===== src/rtl/core/mec_pkg.sv =====
// Shared types and codes for the multi-car elevator controller.
// No dependencies; every other file in rtl/core refers to this package.
package mec_pkg;

  // Fixed field widths of the request and response transactions
  localparam int unsigned FUNC_W     = 2;
  localparam int unsigned REQ_FLR_W  = 4;
  localparam int unsigned CAR_W      = 2;
  localparam int unsigned OUT_FLR_W  = 4;
  localparam int unsigned HEAD_W     = 2;
  localparam int unsigned CFG_W      = 3;

  // Reports per tick are capped at this many cars
  localparam int unsigned RESULT_LIMIT = 4;
  localparam logic [CFG_W-1:0] CARS_RST = 3'd4;

  // Request kinds
  typedef enum logic [FUNC_W-1:0] {
    FUNC_HALL = 2'd0,
    FUNC_CAR  = 2'd1,
    FUNC_TICK = 2'd2
  } func_e;

  // Car direction
  typedef enum logic [HEAD_W-1:0] {
    HEAD_UP   = 2'd0,
    HEAD_DOWN = 2'd1,
    HEAD_IDLE = 2'd2
  } heading_e;

  // Response kinds
  localparam logic KIND_DISPATCH = 1'b0;
  localparam logic KIND_STATUS   = 1'b1;

  // Car memory port strobes
  typedef struct packed {
    logic rd_en;
    logic wr_en;
  } mem_ctl_t;

  // Outcome of one car step
  typedef struct packed {
    logic stepped;
    logic served;
  } step_sts_t;

endpackage


===== src/rtl/core/mec_ifs.sv =====
// Valid/ready channel interfaces for request and response transactions.
// Depends on mec_pkg for the field widths.
interface mec_req_if;
  logic                           valid;
  logic                           ready;
  logic [mec_pkg::FUNC_W-1:0]     func;
  logic [mec_pkg::REQ_FLR_W-1:0]  req_floor;
  logic [mec_pkg::CAR_W-1:0]      req_car;

  modport source (output valid, output func, output req_floor, output req_car, input ready);
  modport sink   (input valid, input func, input req_floor, input req_car, output ready);
endinterface

interface mec_rsp_if;
  logic                           valid;
  logic                           ready;
  logic                           kind;
  logic [mec_pkg::CAR_W-1:0]      car;
  logic [mec_pkg::OUT_FLR_W-1:0]  floor_now;
  logic [mec_pkg::HEAD_W-1:0]     heading;
  logic                           served_stop;
  logic                           last;

  modport source (output valid, output kind, output car, output floor_now, output heading,
                  output served_stop, output last, input ready);
  modport sink   (input valid, input kind, input car, input floor_now, input heading,
                  input served_stop, input last, output ready);
endinterface


===== src/rtl/core/multi_car_elevator_controller.sv =====
// Multi-car elevator controller, top level.
// Instantiates mec_car_mem, mec_car_step and mec_seq; depends on mec_pkg and mec_ifs.sv.
//
// Each car's floor, heading and up/down stop maps live as one record in a
// single-port-read car memory with a registered read; unwritten records read as
// ground floor, idle, no stops, so no clearing pass runs after reset. Items are
// handled one at a time and the memory read port sets the pace: a tick does one
// read-modify-write per active car, overlapped with the next car's read, plus the
// accept and the final status release; a car request is a read and a write-back;
// a hall request reads cars in turn until an idle one is found, or falls back to
// car 0 when none is idle. A result waiting in the output register that is not
// taken stalls the walk until it drains.
module multi_car_elevator_controller #(
  parameter int unsigned NUM_CARS   = 4,
  parameter int unsigned NUM_FLOORS = 16
) (
  input  logic                       clk_i,
  input  logic                       rst_ni,
  mec_req_if.sink                    req,
  mec_rsp_if.source                  rsp,
  input  logic                       cfg_we_i,
  input  logic [mec_pkg::CFG_W-1:0]  cfg_wdata_i
);

  localparam int unsigned FW = $clog2(NUM_FLOORS);
  localparam int unsigned AW = (NUM_CARS > 1) ? $clog2(NUM_CARS) : 1;
  localparam int unsigned RW = FW + mec_pkg::HEAD_W + 2 * NUM_FLOORS;
  localparam logic [RW-1:0] RST_REC =
    {{(2 * NUM_FLOORS){1'b0}}, mec_pkg::HEAD_IDLE, {FW{1'b0}}};

  mec_pkg::mem_ctl_t               mem_ctl;
  mec_pkg::step_sts_t              sts;
  logic [AW-1:0]                   rd_addr;
  logic [AW-1:0]                   wr_addr;
  logic [RW-1:0]                   rd_rec;
  logic [RW-1:0]                   wr_rec;
  logic                            file_op;
  logic [mec_pkg::REQ_FLR_W-1:0]   req_floor;
  logic [FW-1:0]                   new_floor;
  logic [mec_pkg::HEAD_W-1:0]      new_heading;
  logic [NUM_FLOORS-1:0]           new_up;
  logic [NUM_FLOORS-1:0]           new_down;

  // Record layout: {up map, down map, heading, floor}
  assign wr_rec = {new_up, new_down, new_heading, new_floor};

  mec_car_mem #(
    .DEPTH   (NUM_CARS),
    .AW      (AW),
    .RW      (RW),
    .RST_REC (RST_REC)
  ) u_mem (
    .clk_i     (clk_i),
    .rst_ni    (rst_ni),
    .ctl_i     (mem_ctl),
    .rd_addr_i (rd_addr),
    .wr_addr_i (wr_addr),
    .wr_data_i (wr_rec),
    .rd_data_o (rd_rec)
  );

  mec_car_step #(
    .NUM_FLOORS (NUM_FLOORS),
    .FW         (FW)
  ) u_step (
    .file_i      (file_op),
    .req_floor_i (req_floor),
    .floor_i     (rd_rec[FW-1:0]),
    .heading_i   (rd_rec[FW +: mec_pkg::HEAD_W]),
    .up_i        (rd_rec[RW-1 -: NUM_FLOORS]),
    .down_i      (rd_rec[FW + mec_pkg::HEAD_W +: NUM_FLOORS]),
    .floor_o     (new_floor),
    .heading_o   (new_heading),
    .up_o        (new_up),
    .down_o      (new_down),
    .sts_o       (sts)
  );

  mec_seq #(
    .NUM_CARS   (NUM_CARS),
    .NUM_FLOORS (NUM_FLOORS),
    .AW         (AW)
  ) u_seq (
    .clk_i         (clk_i),
    .rst_ni        (rst_ni),
    .cfg_we_i      (cfg_we_i),
    .cfg_wdata_i   (cfg_wdata_i),
    .req           (req),
    .rsp           (rsp),
    .mem_ctl_o     (mem_ctl),
    .rd_addr_o     (rd_addr),
    .wr_addr_o     (wr_addr),
    .file_o        (file_op),
    .req_floor_o   (req_floor),
    .cur_heading_i (rd_rec[FW +: mec_pkg::HEAD_W]),
    .new_floor_i   (new_floor),
    .new_heading_i (new_heading),
    .sts_i         (sts)
  );

endmodule


===== src/rtl/core/mec_car_mem.sv =====
// Car record memory: one write port, one registered read port.
// Per-entry valid bits make unwritten entries read as the reset record.
// Depends on mec_pkg.
module mec_car_mem #(
  parameter int unsigned    DEPTH   = 4,
  parameter int unsigned    AW      = 2,
  parameter int unsigned    RW      = 38,
  parameter logic [RW-1:0]  RST_REC = '0
) (
  input  logic              clk_i,
  input  logic              rst_ni,
  input  mec_pkg::mem_ctl_t ctl_i,
  input  logic [AW-1:0]     rd_addr_i,
  input  logic [AW-1:0]     wr_addr_i,
  input  logic [RW-1:0]     wr_data_i,
  output logic [RW-1:0]     rd_data_o
);

  logic [RW-1:0]    mem_q [DEPTH];
  logic [DEPTH-1:0] vld_q;
  logic [RW-1:0]    rd_data_q;
  logic             rd_vld_q;

  // Array write and read, read data held while no read is issued
  always_ff @(posedge clk_i) begin
    if (ctl_i.wr_en) begin
      mem_q[wr_addr_i] <= wr_data_i;
    end
    if (ctl_i.rd_en) begin
      rd_data_q <= mem_q[rd_addr_i];
    end
  end

  // Written flags, cleared at reset
  always_ff @(posedge clk_i or negedge rst_ni) begin
    if (!rst_ni) begin
      vld_q    <= '0;
      rd_vld_q <= 1'b0;
    end else begin
      if (ctl_i.wr_en) begin
        vld_q[wr_addr_i] <= 1'b1;
      end
      if (ctl_i.rd_en) begin
        rd_vld_q <= vld_q[rd_addr_i];
      end
    end
  end

  assign rd_data_o = rd_vld_q ? rd_data_q : RST_REC;

endmodule


===== src/rtl/core/mec_car_step.sv =====
// Per-car update logic: files a stop or advances the car one scan step.
// Purely combinational; depends on mec_pkg.
module mec_car_step #(
  parameter int unsigned NUM_FLOORS = 16,
  parameter int unsigned FW         = 4
) (
  input  logic                             file_i,
  input  logic [mec_pkg::REQ_FLR_W-1:0]    req_floor_i,
  input  logic [FW-1:0]                    floor_i,
  input  logic [mec_pkg::HEAD_W-1:0]       heading_i,
  input  logic [NUM_FLOORS-1:0]            up_i,
  input  logic [NUM_FLOORS-1:0]            down_i,
  output logic [FW-1:0]                    floor_o,
  output logic [mec_pkg::HEAD_W-1:0]       heading_o,
  output logic [NUM_FLOORS-1:0]            up_o,
  output logic [NUM_FLOORS-1:0]            down_o,
  output mec_pkg::step_sts_t               sts_o
);

  localparam int unsigned CW = (FW > mec_pkg::REQ_FLR_W) ? FW : mec_pkg::REQ_FLR_W;

  logic [NUM_FLOORS-1:0]       here;
  logic [NUM_FLOORS-1:0]       req_bit;
  logic                        req_ok;
  logic                        can_rise;
  logic [mec_pkg::HEAD_W-1:0]  head;
  logic                        rest;

  assign here     = NUM_FLOORS'(1) << floor_i;
  assign req_bit  = NUM_FLOORS'(1) << req_floor_i;
  assign req_ok   = 32'(req_floor_i) < 32'(NUM_FLOORS);
  assign can_rise = (32'(floor_i) + 32'd1) < 32'(NUM_FLOORS);

  always_comb begin
    floor_o   = floor_i;
    heading_o = heading_i;
    up_o      = up_i;
    down_o    = down_i;
    sts_o     = '0;
    head      = heading_i;
    rest      = 1'b0;

    if (file_i) begin
      // Stop filing: above goes to the up map, below to the down map
      if (req_ok) begin
        if (CW'(req_floor_i) > CW'(floor_i)) begin
          up_o = up_i | req_bit;
        end else if (CW'(req_floor_i) < CW'(floor_i)) begin
          down_o = down_i | req_bit;
        end
      end
    end else begin
      // An idle car picks a heading, or stays at rest without stops
      if (head != mec_pkg::HEAD_UP && head != mec_pkg::HEAD_DOWN) begin
        if (|up_i) begin
          head = mec_pkg::HEAD_UP;
        end else if (|down_i) begin
          head = mec_pkg::HEAD_DOWN;
        end else begin
          head = mec_pkg::HEAD_IDLE;
          rest = 1'b1;
        end
      end

      if (!rest) begin
        sts_o.stepped = 1'b1;
        if (head == mec_pkg::HEAD_UP) begin
          if (|up_i) begin
            if (|(up_i & here)) begin
              up_o         = up_i & ~here;
              sts_o.served = 1'b1;
            end
            if (|up_o) begin
              if (can_rise) begin
                floor_o = floor_i + FW'(1);
              end
            end else begin
              head = (|down_i) ? mec_pkg::HEAD_DOWN : mec_pkg::HEAD_IDLE;
            end
          end
        end else begin
          if (|down_i) begin
            if (|(down_i & here)) begin
              down_o       = down_i & ~here;
              sts_o.served = 1'b1;
            end
            if (|down_o) begin
              if (floor_i != '0) begin
                floor_o = floor_i - FW'(1);
              end
            end else begin
              head = (|up_i) ? mec_pkg::HEAD_UP : mec_pkg::HEAD_IDLE;
            end
          end
        end
      end
      heading_o = head;
    end
  end

endmodule


===== src/rtl/core/mec_seq.sv =====
// Sequencer: takes request transactions, walks the car memory one car per cycle
// while no result waits untaken, holds the car count register and drives the
// response register. Depends on mec_pkg and the channel interfaces in mec_ifs.sv.
module mec_seq #(
  parameter int unsigned NUM_CARS   = 4,
  parameter int unsigned NUM_FLOORS = 16,
  parameter int unsigned AW         = 2
) (
  input  logic                           clk_i,
  input  logic                           rst_ni,
  input  logic                           cfg_we_i,
  input  logic [mec_pkg::CFG_W-1:0]      cfg_wdata_i,
  mec_req_if.sink                        req,
  mec_rsp_if.source                      rsp,
  output mec_pkg::mem_ctl_t              mem_ctl_o,
  output logic [AW-1:0]                  rd_addr_o,
  output logic [AW-1:0]                  wr_addr_o,
  output logic                           file_o,
  output logic [mec_pkg::REQ_FLR_W-1:0]  req_floor_o,
  input  logic [mec_pkg::HEAD_W-1:0]     cur_heading_i,
  input  logic [$clog2(NUM_FLOORS)-1:0]  new_floor_i,
  input  logic [mec_pkg::HEAD_W-1:0]     new_heading_i,
  input  mec_pkg::step_sts_t             sts_i
);

  localparam int unsigned MAX_ACT =
    (NUM_CARS < mec_pkg::RESULT_LIMIT) ? NUM_CARS : mec_pkg::RESULT_LIMIT;

  typedef enum logic [4:0] {
    S_IDLE  = 5'b00001,
    S_SCAN  = 5'b00010,
    S_FILE  = 5'b00100,
    S_TICK  = 5'b01000,
    S_FLUSH = 5'b10000
  } state_e;

  state_e                           state_q, state_d;
  logic [mec_pkg::CFG_W-1:0]        cars_q;
  logic [mec_pkg::CFG_W-1:0]        n_eff;
  logic [mec_pkg::CAR_W-1:0]        cnt_q, cnt_d;
  logic [mec_pkg::CAR_W-1:0]        tgt_q, tgt_d;
  logic                             hall_q, hall_d;
  logic [mec_pkg::REQ_FLR_W-1:0]    floor_q, floor_d;
  logic [mec_pkg::CAR_W-1:0]        rd_idx;
  logic                             last_car;
  logic                             out_free;

  // Response register
  logic                             out_v_q;
  logic                             out_kind_q;
  logic [mec_pkg::CAR_W-1:0]        out_car_q;
  logic [mec_pkg::OUT_FLR_W-1:0]    out_floor_q;
  logic [mec_pkg::HEAD_W-1:0]       out_head_q;
  logic                             out_served_q;
  logic                             out_last_q;
  logic                             out_load;
  logic                             out_kind_n;
  logic [mec_pkg::CAR_W-1:0]        out_car_n;
  logic [mec_pkg::OUT_FLR_W-1:0]    out_floor_n;
  logic [mec_pkg::HEAD_W-1:0]       out_head_n;
  logic                             out_served_n;
  logic                             out_last_n;

  // Holding stage: a status waits here until we know whether it is the last one
  logic                             pend_v_q;
  logic [mec_pkg::CAR_W-1:0]        pend_car_q;
  logic [mec_pkg::OUT_FLR_W-1:0]    pend_floor_q;
  logic [mec_pkg::HEAD_W-1:0]       pend_head_q;
  logic                             pend_served_q;
  logic                             pend_load;
  logic                             pend_clr;

  // Active car count: at least one, at most the car count and the report limit
  always_comb begin
    n_eff = cars_q;
    if (n_eff == '0) begin
      n_eff = mec_pkg::CFG_W'(1);
    end
    if (n_eff > mec_pkg::CFG_W'(MAX_ACT)) begin
      n_eff = mec_pkg::CFG_W'(MAX_ACT);
    end
  end

  assign last_car    = (mec_pkg::CFG_W'(cnt_q) + mec_pkg::CFG_W'(1)) >= n_eff;
  assign out_free    = !out_v_q || rsp.ready;
  assign req.ready   = (state_q == S_IDLE);
  assign file_o      = (state_q == S_FILE);
  assign req_floor_o = floor_q;
  assign rd_addr_o   = AW'(rd_idx);

  // Sequencer next state
  always_comb begin
    state_d      = state_q;
    cnt_d        = cnt_q;
    tgt_d        = tgt_q;
    hall_d       = hall_q;
    floor_d      = floor_q;
    mem_ctl_o    = '0;
    rd_idx       = '0;
    wr_addr_o    = AW'(cnt_q);
    out_load     = 1'b0;
    out_kind_n   = mec_pkg::KIND_STATUS;
    out_car_n    = pend_car_q;
    out_floor_n  = pend_floor_q;
    out_head_n   = pend_head_q;
    out_served_n = pend_served_q;
    out_last_n   = 1'b0;
    pend_load    = 1'b0;
    pend_clr     = 1'b0;

    unique case (state_q)
      S_IDLE: begin
        if (req.valid) begin
          unique case (mec_pkg::func_e'(req.func))
            mec_pkg::FUNC_HALL: begin
              mem_ctl_o.rd_en = 1'b1;
              cnt_d           = '0;
              hall_d          = 1'b1;
              floor_d         = req.req_floor;
              state_d         = S_SCAN;
            end
            mec_pkg::FUNC_CAR: begin
              if (mec_pkg::CFG_W'(req.req_car) < n_eff) begin
                mem_ctl_o.rd_en = 1'b1;
                rd_idx          = req.req_car;
                tgt_d           = req.req_car;
                hall_d          = 1'b0;
                floor_d         = req.req_floor;
                state_d         = S_FILE;
              end
            end
            mec_pkg::FUNC_TICK: begin
              mem_ctl_o.rd_en = 1'b1;
              cnt_d           = '0;
              state_d         = S_TICK;
            end
            default: begin
            end
          endcase
        end
      end

      // Look for the first idle car; fall back to car 0
      S_SCAN: begin
        if (cur_heading_i == mec_pkg::HEAD_IDLE) begin
          tgt_d   = cnt_q;
          state_d = S_FILE;
        end else if (last_car) begin
          mem_ctl_o.rd_en = 1'b1;
          tgt_d           = '0;
          state_d         = S_FILE;
        end else begin
          mem_ctl_o.rd_en = 1'b1;
          rd_idx          = cnt_q + mec_pkg::CAR_W'(1);
          cnt_d           = cnt_q + mec_pkg::CAR_W'(1);
        end
      end

      // Write back the filed stop; hall requests also answer
      S_FILE: begin
        wr_addr_o = AW'(tgt_q);
        if (!hall_q || out_free) begin
          mem_ctl_o.wr_en = 1'b1;
          if (hall_q) begin
            out_load     = 1'b1;
            out_kind_n   = mec_pkg::KIND_DISPATCH;
            out_car_n    = tgt_q;
            out_floor_n  = mec_pkg::OUT_FLR_W'(new_floor_i);
            out_head_n   = new_heading_i;
            out_served_n = 1'b0;
            out_last_n   = 1'b1;
          end
          state_d = S_IDLE;
        end
      end

      // One car per cycle unless a held status cannot move on; the next read overlaps this write-back
      S_TICK: begin
        if (!(sts_i.stepped && pend_v_q && !out_free)) begin
          mem_ctl_o.wr_en = 1'b1;
          if (sts_i.stepped) begin
            out_load  = pend_v_q;
            pend_load = 1'b1;
          end
          if (last_car) begin
            state_d = S_FLUSH;
          end else begin
            mem_ctl_o.rd_en = 1'b1;
            rd_idx          = cnt_q + mec_pkg::CAR_W'(1);
            cnt_d           = cnt_q + mec_pkg::CAR_W'(1);
          end
        end
      end

      // Release the held status as the final one
      S_FLUSH: begin
        if (!pend_v_q) begin
          state_d = S_IDLE;
        end else if (out_free) begin
          out_load   = 1'b1;
          out_last_n = 1'b1;
          pend_clr   = 1'b1;
          state_d    = S_IDLE;
        end
      end

      default: begin
        state_d = S_IDLE;
      end
    endcase
  end

  // Control registers
  always_ff @(posedge clk_i or negedge rst_ni) begin
    if (!rst_ni) begin
      state_q  <= S_IDLE;
      cars_q   <= mec_pkg::CARS_RST;
      cnt_q    <= '0;
      tgt_q    <= '0;
      hall_q   <= 1'b0;
      out_v_q  <= 1'b0;
      pend_v_q <= 1'b0;
    end else begin
      state_q <= state_d;
      cnt_q   <= cnt_d;
      tgt_q   <= tgt_d;
      hall_q  <= hall_d;
      if (cfg_we_i) begin
        cars_q <= cfg_wdata_i;
      end
      if (out_load) begin
        out_v_q <= 1'b1;
      end else if (rsp.ready) begin
        out_v_q <= 1'b0;
      end
      if (pend_load) begin
        pend_v_q <= 1'b1;
      end else if (pend_clr) begin
        pend_v_q <= 1'b0;
      end
    end
  end

  // Payload registers
  always_ff @(posedge clk_i) begin
    floor_q <= floor_d;
    if (out_load) begin
      out_kind_q   <= out_kind_n;
      out_car_q    <= out_car_n;
      out_floor_q  <= out_floor_n;
      out_head_q   <= out_head_n;
      out_served_q <= out_served_n;
      out_last_q   <= out_last_n;
    end
    if (pend_load) begin
      pend_car_q    <= cnt_q;
      pend_floor_q  <= mec_pkg::OUT_FLR_W'(new_floor_i);
      pend_head_q   <= new_heading_i;
      pend_served_q <= sts_i.served;
    end
  end

  assign rsp.valid       = out_v_q;
  assign rsp.kind        = out_kind_q;
  assign rsp.car         = out_car_q;
  assign rsp.floor_now   = out_floor_q;
  assign rsp.heading     = out_head_q;
  assign rsp.served_stop = out_served_q;
  assign rsp.last        = out_last_q;

`ifndef SYNTHESIS
  // A held status exists only while a tick is being worked off
  a_pend_in_tick: assert property (@(posedge clk_i) disable iff (!rst_ni)
    pend_v_q |-> (state_q == S_TICK || state_q == S_FLUSH))
    else $error("held status outside a tick");

  // Overlapped read and write-back never hit the same car
  a_no_rw_clash: assert property (@(posedge clk_i) disable iff (!rst_ni)
    (mem_ctl_o.rd_en && mem_ctl_o.wr_en) |-> (rd_addr_o != wr_addr_o))
    else $error("read and write to the same car in one cycle");

  // The tick walk and the hall scan stay within the active cars
  a_cnt_range: assert property (@(posedge clk_i) disable iff (!rst_ni)
    (state_q == S_TICK || state_q == S_SCAN) |-> (mec_pkg::CFG_W'(cnt_q) < n_eff))
    else $error("car counter beyond active cars");

  // A dispatch answer is always the only transaction of its request
  a_dispatch_last: assert property (@(posedge clk_i) disable iff (!rst_ni)
    (out_v_q && out_kind_q == mec_pkg::KIND_DISPATCH) |-> out_last_q)
    else $error("dispatch answer without last");
`endif

endmodule

===== src/flat_wrapper.sv =====
// flat-port wrapper written by rule: the top's interface ports become plain ports
module multi_car_elevator_controller_flat 
#(
  parameter int unsigned NUM_CARS   = 4,
  parameter int unsigned NUM_FLOORS = 16
)
  (clk_i, rst_ni, cfg_we_i, cfg_wdata_i, req_valid, req_func, req_req_floor, req_req_car, req_ready, rsp_valid, rsp_kind, rsp_car, rsp_floor_now, rsp_heading, rsp_served_stop, rsp_last, rsp_ready);
  mec_req_if req_i ();
  mec_rsp_if rsp_i ();
  input  logic clk_i;
  input  logic rst_ni;
  input  logic cfg_we_i;
  input  logic [mec_pkg::CFG_W-1:0] cfg_wdata_i;
  input wire logic [$bits(req_i.valid)-1:0] req_valid;
  input wire logic [$bits(req_i.func)-1:0] req_func;
  input wire logic [$bits(req_i.req_floor)-1:0] req_req_floor;
  input wire logic [$bits(req_i.req_car)-1:0] req_req_car;
  output wire logic [$bits(req_i.ready)-1:0] req_ready;
  output wire logic [$bits(rsp_i.valid)-1:0] rsp_valid;
  output wire logic [$bits(rsp_i.kind)-1:0] rsp_kind;
  output wire logic [$bits(rsp_i.car)-1:0] rsp_car;
  output wire logic [$bits(rsp_i.floor_now)-1:0] rsp_floor_now;
  output wire logic [$bits(rsp_i.heading)-1:0] rsp_heading;
  output wire logic [$bits(rsp_i.served_stop)-1:0] rsp_served_stop;
  output wire logic [$bits(rsp_i.last)-1:0] rsp_last;
  input wire logic [$bits(rsp_i.ready)-1:0] rsp_ready;
  assign req_i.valid = req_valid;
  assign req_i.func = req_func;
  assign req_i.req_floor = req_req_floor;
  assign req_i.req_car = req_req_car;
  assign req_ready = req_i.ready;
  assign rsp_valid = rsp_i.valid;
  assign rsp_kind = rsp_i.kind;
  assign rsp_car = rsp_i.car;
  assign rsp_floor_now = rsp_i.floor_now;
  assign rsp_heading = rsp_i.heading;
  assign rsp_served_stop = rsp_i.served_stop;
  assign rsp_last = rsp_i.last;
  assign rsp_i.ready = rsp_ready;
  multi_car_elevator_controller #(.NUM_CARS(NUM_CARS), .NUM_FLOORS(NUM_FLOORS)) u_core (.clk_i(clk_i), .rst_ni(rst_ni), .req(req_i), .rsp(rsp_i), .cfg_we_i(cfg_we_i), .cfg_wdata_i(cfg_wdata_i));
endmodule

===== config.mk =====
export PLATFORM = sky130hd
export DESIGN_NAME = multi_car_elevator_controller_flat
export DESIGN_NICKNAME = d
export VERILOG_FILES = /design/src/rtl/core/mec_pkg.sv /design/src/rtl/core/mec_ifs.sv /design/src/rtl/core/multi_car_elevator_controller.sv /design/src/rtl/core/mec_car_mem.sv /design/src/rtl/core/mec_car_step.sv /design/src/rtl/core/mec_seq.sv /design/src/flat_wrapper.sv
export SDC_FILE = /design/constraint.sdc
export NUM_CORES = 1
export LEC_CHECK = 0
export BUFFER_PORTS_ARGS = -buffer_cell sky130_fd_sc_hd__buf_2
export CORE_MARGIN = 2
export CORE_UTILIZATION = 55
export CTS_CLUSTER_DIAMETER = 100
export CTS_CLUSTER_SIZE = 14
export DETAILED_ROUTE_END_ITERATION = 6
export PLACE_DENSITY = 0.72
export SYNTH_ARGS = -nofsm -noshare
export SYNTH_HDL_FRONTEND = slang
export SYNTH_SLANG_ARGS = --single-unit

===== constraint.sdc =====
create_clock -name clk_i -period 6.64 [get_ports clk_i]
set_input_delay 1.328 -clock clk_i [delete_from_list [all_inputs] [get_ports clk_i]]
set_output_delay 1.328 -clock clk_i [all_outputs]
set_load 0.05 [all_outputs]

# After elaboration in Yosys (flattened, before gate mapping)
# Memory sizes are Yosys's and may differ from the RTL's. A register that Yosys moved wholly into a read port is not among the register bits.
# Index checks and enable logic that the tools add are counted.
totals:
  memories: 1
  register_bits: 44
  wordCells: 234
  output_inout_bits: 13
  ramBits: 152
  inputBits: 16
classes:
  shifts: 2
  n_addsub: 5
  n_lt_le_gt_ge: 9
  n_eq_ne: 22
  n_bitwise: 8
  reduce_logical: 32
  n_mux: 135
memory_table:
  columns: ["name", "words", "width", "rd", "rd_clocked_by_memory_dff", "write_ports", "line_no", "rtl"]
  rows:
  - ["u_core.u_mem.mem_q", 4, 38, 1, 1, 1, "mec_car_mem.sv:19", "logic [RW-1:0] mem_q [DEPTH];"]
op_table:
  columns: ["cell", "count"]
  rows:
  - ["$mux W16", 21]
  - ["$reduce_or A16 Y1", 6]
  - ["$mux W2", 38]
  - ["$and A16 B16 Y16", 4]
  - ["$mux W4", 13]
  - ["$mux W5", 9]
  - ["$mux W38", 1]
  - ["$mux W1", 37]
  - ["$or A16 B16 Y16", 2]
  - ["$shl A1 B4 Y16 const A", 2]
  - ["$pmux W5 S5", 1]
  - ["$not A16 Y16", 1]
  - ["$pmux W5 S3", 1]
  - ["$ne A2 B2 Y1 const B", 7]
  - ["$pmux W2 S3", 2]
  - ["$reduce_and A5 Y1", 2]
  - ["$reduce_bool A2 Y1", 5]
  - ["$ne A3 B3 Y1 const B", 3]
  - ["$pmux W1 S2", 4]
  - ["$pmux W4 S2", 1]
  - ["$reduce_and A8 Y1", 1]
  - ["$lt A2 B3 Y1 const B", 2]
  - ["$mux W3", 2]
  - ["$ne A2 B1 Y1 const B", 3]
  - ["35 further kinds", 45]

# Logic depth before layout (Yosys ltp)
depth:
  word_depth: 19
  mapped_depth: 13
  depth_no_buf: 10

# Modules after synthesis
# A second synthesis with hierarchy kept.
unflattened:
  cells_unflattened: 745
  area_unflattened_um2: 11074.4
modules_own_cells:
  columns: ["module", "area_per_inst_um2", "seq_area_each_um2", "instances", "cells_per_inst"]
  rows:
  - ["mec_car_mem", 7151.9, 5830.6, 1, 299]
  - ["mec_seq", 1985.7, 1098.6, 1, 157]
  - ["mec_car_step", 1936.9, 0.0, 1, 289]

# Worst setup path before layout
# No wires, ideal clock.
synth_timing:
  path_type: "input -> register"
  from: "in req_req_car[1]"
  to: "reg u_core.u_mem.rd_vld_q"
  path_stages: 7
  slack_ns: 1.974
  t_required_ns: 6.506
  arrival_ns: 4.532
  n_path_buf: 0
  setup_ns: 0.134
  path_cell_list: "ha_1 -> o21ai_0 -> a21o_1 -> a211oi_1 -> o221ai_1 -> and4_1 -> a211oi_1"
synth_rtl:
  columns: ["item", "line_no", "rtl"]
  rows:
  - ["from (decl)", "flat_wrapper.sv:17", "input wire logic [$bits(req_i.req_car)-1:0] req_req_car;"]
  - ["to (signal assigned)", "mec_car_mem.sv:44", "rd_vld_q <= vld_q[rd_addr_i];"]
  - ["to (decl)", "mec_car_mem.sv:22", "logic rd_vld_q;"]

# Worst setup path in the final report
layout_timing:
  from: "reg u_core.u_mem.rd_vld_q"
  to: "reg u_core.u_seq.pend_floor_q[0] (netlist name) (data pin)"
layout_between:
  elab_chain_len: 15
  elab_cells_between_ends: 49
  classes_between: "add/sub: 3; order compare: 1; eq/ne: 1; shift: 1; mux: 28; bitwise: 5; reduce/logical: 10"
layout_lines:
  columns: ["item", "line_no", "rtl"]
  rows:
  - ["$mux W38 *", "mec_car_mem.sv:49", "assign rd_data_o = rd_vld_q ? rd_data_q : RST_REC;"]
  - ["$shl A1 B4 Y16", "mec_car_step.sv:29", "assign here = NUM_FLOORS'(1) << floor_i;"]
  - ["$and A16 B16 Y16 (tied with other cells)", "mec_car_step.sv:83", "if (|(down_i & here)) begin"]
  - ["$reduce_or A16 Y1 (tied with other cells)", "mec_car_step.sv:83", null]
  - ["$mux W16 (on tied branches)", "mec_car_step.sv:83, mec_car_step.sv:69", null]
  - ["$mux W16 (on tied branches)", "mec_car_step.sv:82, mec_car_step.sv:68", null]
  - ["$mux W16", "mec_car_step.sv:67", "if (head == mec_pkg::HEAD_UP) begin"]
  - ["$mux W16", "mec_car_step.sv:65", "if (!rest) begin"]
  - ["$mux W16", "mec_car_step.sv:43", "if (file_i) begin"]
  - ["$reduce_or A16 Y1 (on tied branches)", "mec_car_step.sv:87, mec_car_step.sv:73", null]
  - ["$mux W4 (on tied branches)", "mec_car_step.sv:87, mec_car_step.sv:73", null]
  - ["$mux W4 (on tied branches)", "mec_car_step.sv:82, mec_car_step.sv:68", null]
  - ["$mux W4", "mec_car_step.sv:67", null]
  - ["$mux W4", "mec_car_step.sv:65", null]
  - ["$mux W4 *", "mec_car_step.sv:43", null]
  - ["named net u_core.new_floor[0]", "multi_car_elevator_controller.sv:39", "logic [FW-1:0] new_floor;"]
  - ["to (signal assigned)", "mec_seq.sv:257", "pend_floor_q <= mec_pkg::OUT_FLR_W'(new_floor_i);"]
  - ["to (decl)", "mec_seq.sv:67", "logic [mec_pkg::OUT_FLR_W-1:0] pend_floor_q;"]
# Mark *: on every way through the listed nets, which the timed path passes. The rest lies on a longest branch. The select of a mux whose other input is x is not followed.
# A chain may end at the register's enable or synchronous reset.

==> flow_summary.yaml <==
route:
  postRouteAntennaNets: 0
  wl_mm: 26.2
  remaining_drc_errors: 0
  first_pass_iters: 6
  vias_per_cell: 6.44
  drt_iter0_markers: 844
  vias: 7328
  wl_per_cell_um: 23.0
critical_path:
  cp.arrival_ns: 4.41
  crit_chain: "buf_4, and2_1, ha_1, inv_1, a211oi_1, o21ai_0, or3_4, nor3_4, nor3_1, o32ai_1"
  cp-end-kind: "flop"
  crit_path_max_fanout: 36
  worst-setup-path-type: "flop to flop"
  cp-start-kind: "flop"
  cpMaxStageDelayCell: "dfrtp_1"
  ff2ff_setup_slack_ns: 2.43
  slowest_delay_ns: 0.87
  cp.required_ns: 6.84
floorplanning:
  die-area_um2: 21400
  fp.dieW_um: 146
  ios: 29
  initial_utilization_pct: 55.5
  coreArea_um2: 20000
  die_y_um: 146
  core.rowCount: 52
pwr:
  p_leak_nw: 4.27
  ir_drop_mv: 0.267
  fin_total_pwr_w: 0.00488
  pwr_density_cell_nw_per_um2: 404
cells_and_area:
  final_cell_mix: "214 x edfxtp_1, 126 x mux2i_1, 46 x nand2_1, 46 x o21ai_0, 42 x a21oi_1"
  final_common_cell: "edfxtp_1"
  syn_to_final_growth_pct: 8.86
  n_antenna_cell: 0
  drive_above_1_share_pct: 11.4
  final_nets: 891
grt:
  track_usage_pct: 24.2
  grt_pass1_vias: 7237
  antenna_found_initial: 0
  grt_max_degree: 47
  grt_pass1_wl_mm: 40.2
  grt_overflow: 0
placement:
  dp_hpwl_mm: 17.2
  place_congestion: 0.953
  io_buffers: 28
yosys:
  synth.distinct_cells: 73
  synth.avg_cell_area_um2: 13.3
  synthTopCellsByArea: "edfxtp_1 58%, mux2i_1 11%, dfrtp_1 4.1%, a22oi_1 2.3%, o21ai_0 2.1%"
  netlist_area_um2: 11100
  synthAdderAreaFrac_pct: 1.58
  syn_inst: 836
  synth_edf_count: 214
  synth-simple-area-share_pct: 10.7
  ys_seq_elements: 234
  seq_area_frac_synth_pct: 62.3
  synth_xor_area_share_pct: 0
  yosys.area.top_type_share_pct: 57.8
  ys.flop_type: "edfxtp_1"
  synth_warnings: 0
  synth_top_area_cell: "edfxtp_1"
  synthMuxAreaShare_pct: 11.8
  synth_compound_area_share_pct: 10.7
  synth_top_family_by_area: "multiplexers"
  syn_nets: 866
  async_flop_share_pct: 8.55
run:
  maxCapViolations: 0
timing:
  max_freq_ghz: 0.237
  finalHoldViolCount: 0
  finalCritPeriodShare_pct: 63.5
  rsz0062_at_grt: "no"
  slew_headroom_pct: 28.1
  finalCriticalPeriod_ns: 4.21
  fin_setup_tns_ns: 0
  setup_viol: 0
  worstMarginPinSlew_ns: 1.08
  slew_viol_final: 0
  timing.hold.ws_ns: 0.469
  finClkSkew_ns: 0.0118
clocking:
  clock-root-buffer: "clkbuf_16"
  path_clk_slew_ns: 0.07
  numCtsBuffers: 20
  post_cts_buffers: 0
  cts.htree.levels: 1
  clock_path_buffers: 3
  cts_sinks: 234
  clk_latency_ns: 0.50
  hold_buffers: 0
  postCtsResizedCells: 0
  cts_tree: "built"
outcome:
  status: "finished, final reports clean"
hold_path:
  hp-class: "flop to flop"
-- synth_stat cells, drive strengths merged (4+ instances only) --
| master | number |
|---|---|
| nand3 | 16 |
| nor4 | 18 |
| a211oi | 8 |
| o21ai | 49 |
| and2 | 5 |
| clkbuf | 11 |
| o32ai | 5 |
| nand4 | 12 |
| a21o | 8 |
| nor4b | 4 |
| a31oi | 7 |
| inv | 19 |
| nor3 | 14 |
| or2 | 7 |
| edfxtp | 214 |
| nor3b | 6 |
| buf | 28 |
| nor2 | 45 |
| and3 | 10 |
| o21a | 4 |
| nand2 | 46 |
| nand2b | 9 |
| dfrtp | 18 |
| o31ai | 4 |
| ha | 14 |
| mux2 | 5 |
| a22oi | 34 |
| a21oi | 42 |
| mux2i | 126 |
| nor2b | 5 |
-- path summary, 6_finish.rpt --
kind | cells after the start | startpoint | end
worst min-delay path | 1 | u_core.u_mem.vld_q[0]$_DFFE_PN0P_ | u_core.u_mem.vld_q[0]$_DFFE_PN0P_
worst max register to register | 10 | u_core.u_mem.rd_vld_q$_DFFE_PN0P_ | u_core.u_seq.pend_floor_q[0]$_DFFE_PP_
worst min register to register | 1 | u_core.u_mem.vld_q[0]$_DFFE_PN0P_ | u_core.u_mem.vld_q[0]$_DFFE_PN0P_
worst max-delay path | 10 | u_core.u_mem.rd_vld_q$_DFFE_PN0P_ | u_core.u_seq.pend_floor_q[0]$_DFFE_PP_
min in group asynchronous | 1 | rst_ni | u_core.u_seq.hall_q$_DFFE_PN0P_
max in group asynchronous | 1 | rst_ni | u_core.u_seq.state_q[0]$_DFFE_PN1P_
-- critical path, delay by kind of cell, from the launching register on --
kind | cells | cell delay, ns
buf+inv | 2 | 0.64
simple gates | 4 | 1.11
compound gates | 3 | 0.95
flops | 1 | 0.87
fa+ha+maj | 1 | 0.33
-- cell type report --
| type | instances | area (um^2) |
|---|---|---|
| clock buffer | 28 | 552 |
| clock inverter | 1 | 30.0 |
| fill | 1621 | 7940 |
| inverter | 20 | 75.1 |
| multi-input combinational | 543 | 3940 |
| sequential | 234 | 6930 |
| tap | 270 | 338 |
| timing repair buffer | 42 | 245 |
-- cell families after synthesis --
group                    after synthesis
multiplexers                         131
AO/OA/AOI/OAI                        184
buffers and inverters                 59
flip-flops                           234
AND/OR/NAND/NOR                      214
adder cells (fa/ha/maj)               14
-- per-stage QoR --
step	util [%]	area [um^2]	worst slack [ns]	std cells
2_1_floorplan	-	11100	1.97	836
3_3_place_gp	57.5	11500	2.56	1109
3_5_place_dp	57.5	11500	2.39	1109
4_1_cts	60.4	12100	2.49	1138
5_1_grt	60.4	12100	2.08	1138
6_report	60.4	12100	2.43	1138
-- power by group --
| group | internal (W) | total [W] | switching, W |
|---|---|---|---|
| Combinational | 0.000486 | 0.00152 | 0.00103 |
| Sequential | 0.00205 | 0.00228 | 0.000229 |
| Clock | 0.000612 | 0.00109 | 0.000478 |
-- sequential cells by signal, summed over array words and instances, names as in the netlist, 3 cells and up --
| signal | cells |
|---|---|
| u_core.u_seq.req_floor_o | 4 |
| u_core.u_seq.state_q | 5 |
| u_core.u_mem.vld_q | 4 |
| u_core.u_seq.rsp.floor_now | 4 |
| u_core.u_seq.pend_floor_q | 4 |
| u_core.u_mem.rd_data_q | 38 |
| u_core.u_mem.mem_q | 152 |
| u_core.u_seq.cars_q | 3 |
-- routing by layer --
| metal | up-vias | global-route usage (%) | part of all wire (%) | routed length (um) |
|---|---|---|---|---|
| li1 | 3323 | - | - | - |
| met1 | 3664 | 35.6 | 44 | 11600 |
| met2 | 283 | 38.6 | 47 | 12200 |
| met3 | 58 | 2.94 | 6.5 | 1700 |
| met4 | 0 | 6.80 | 2.6 | 678 |
| met5 | - | 0 | 0 | 0 |
Note: power is estimated with default switching activity, not from simulation.
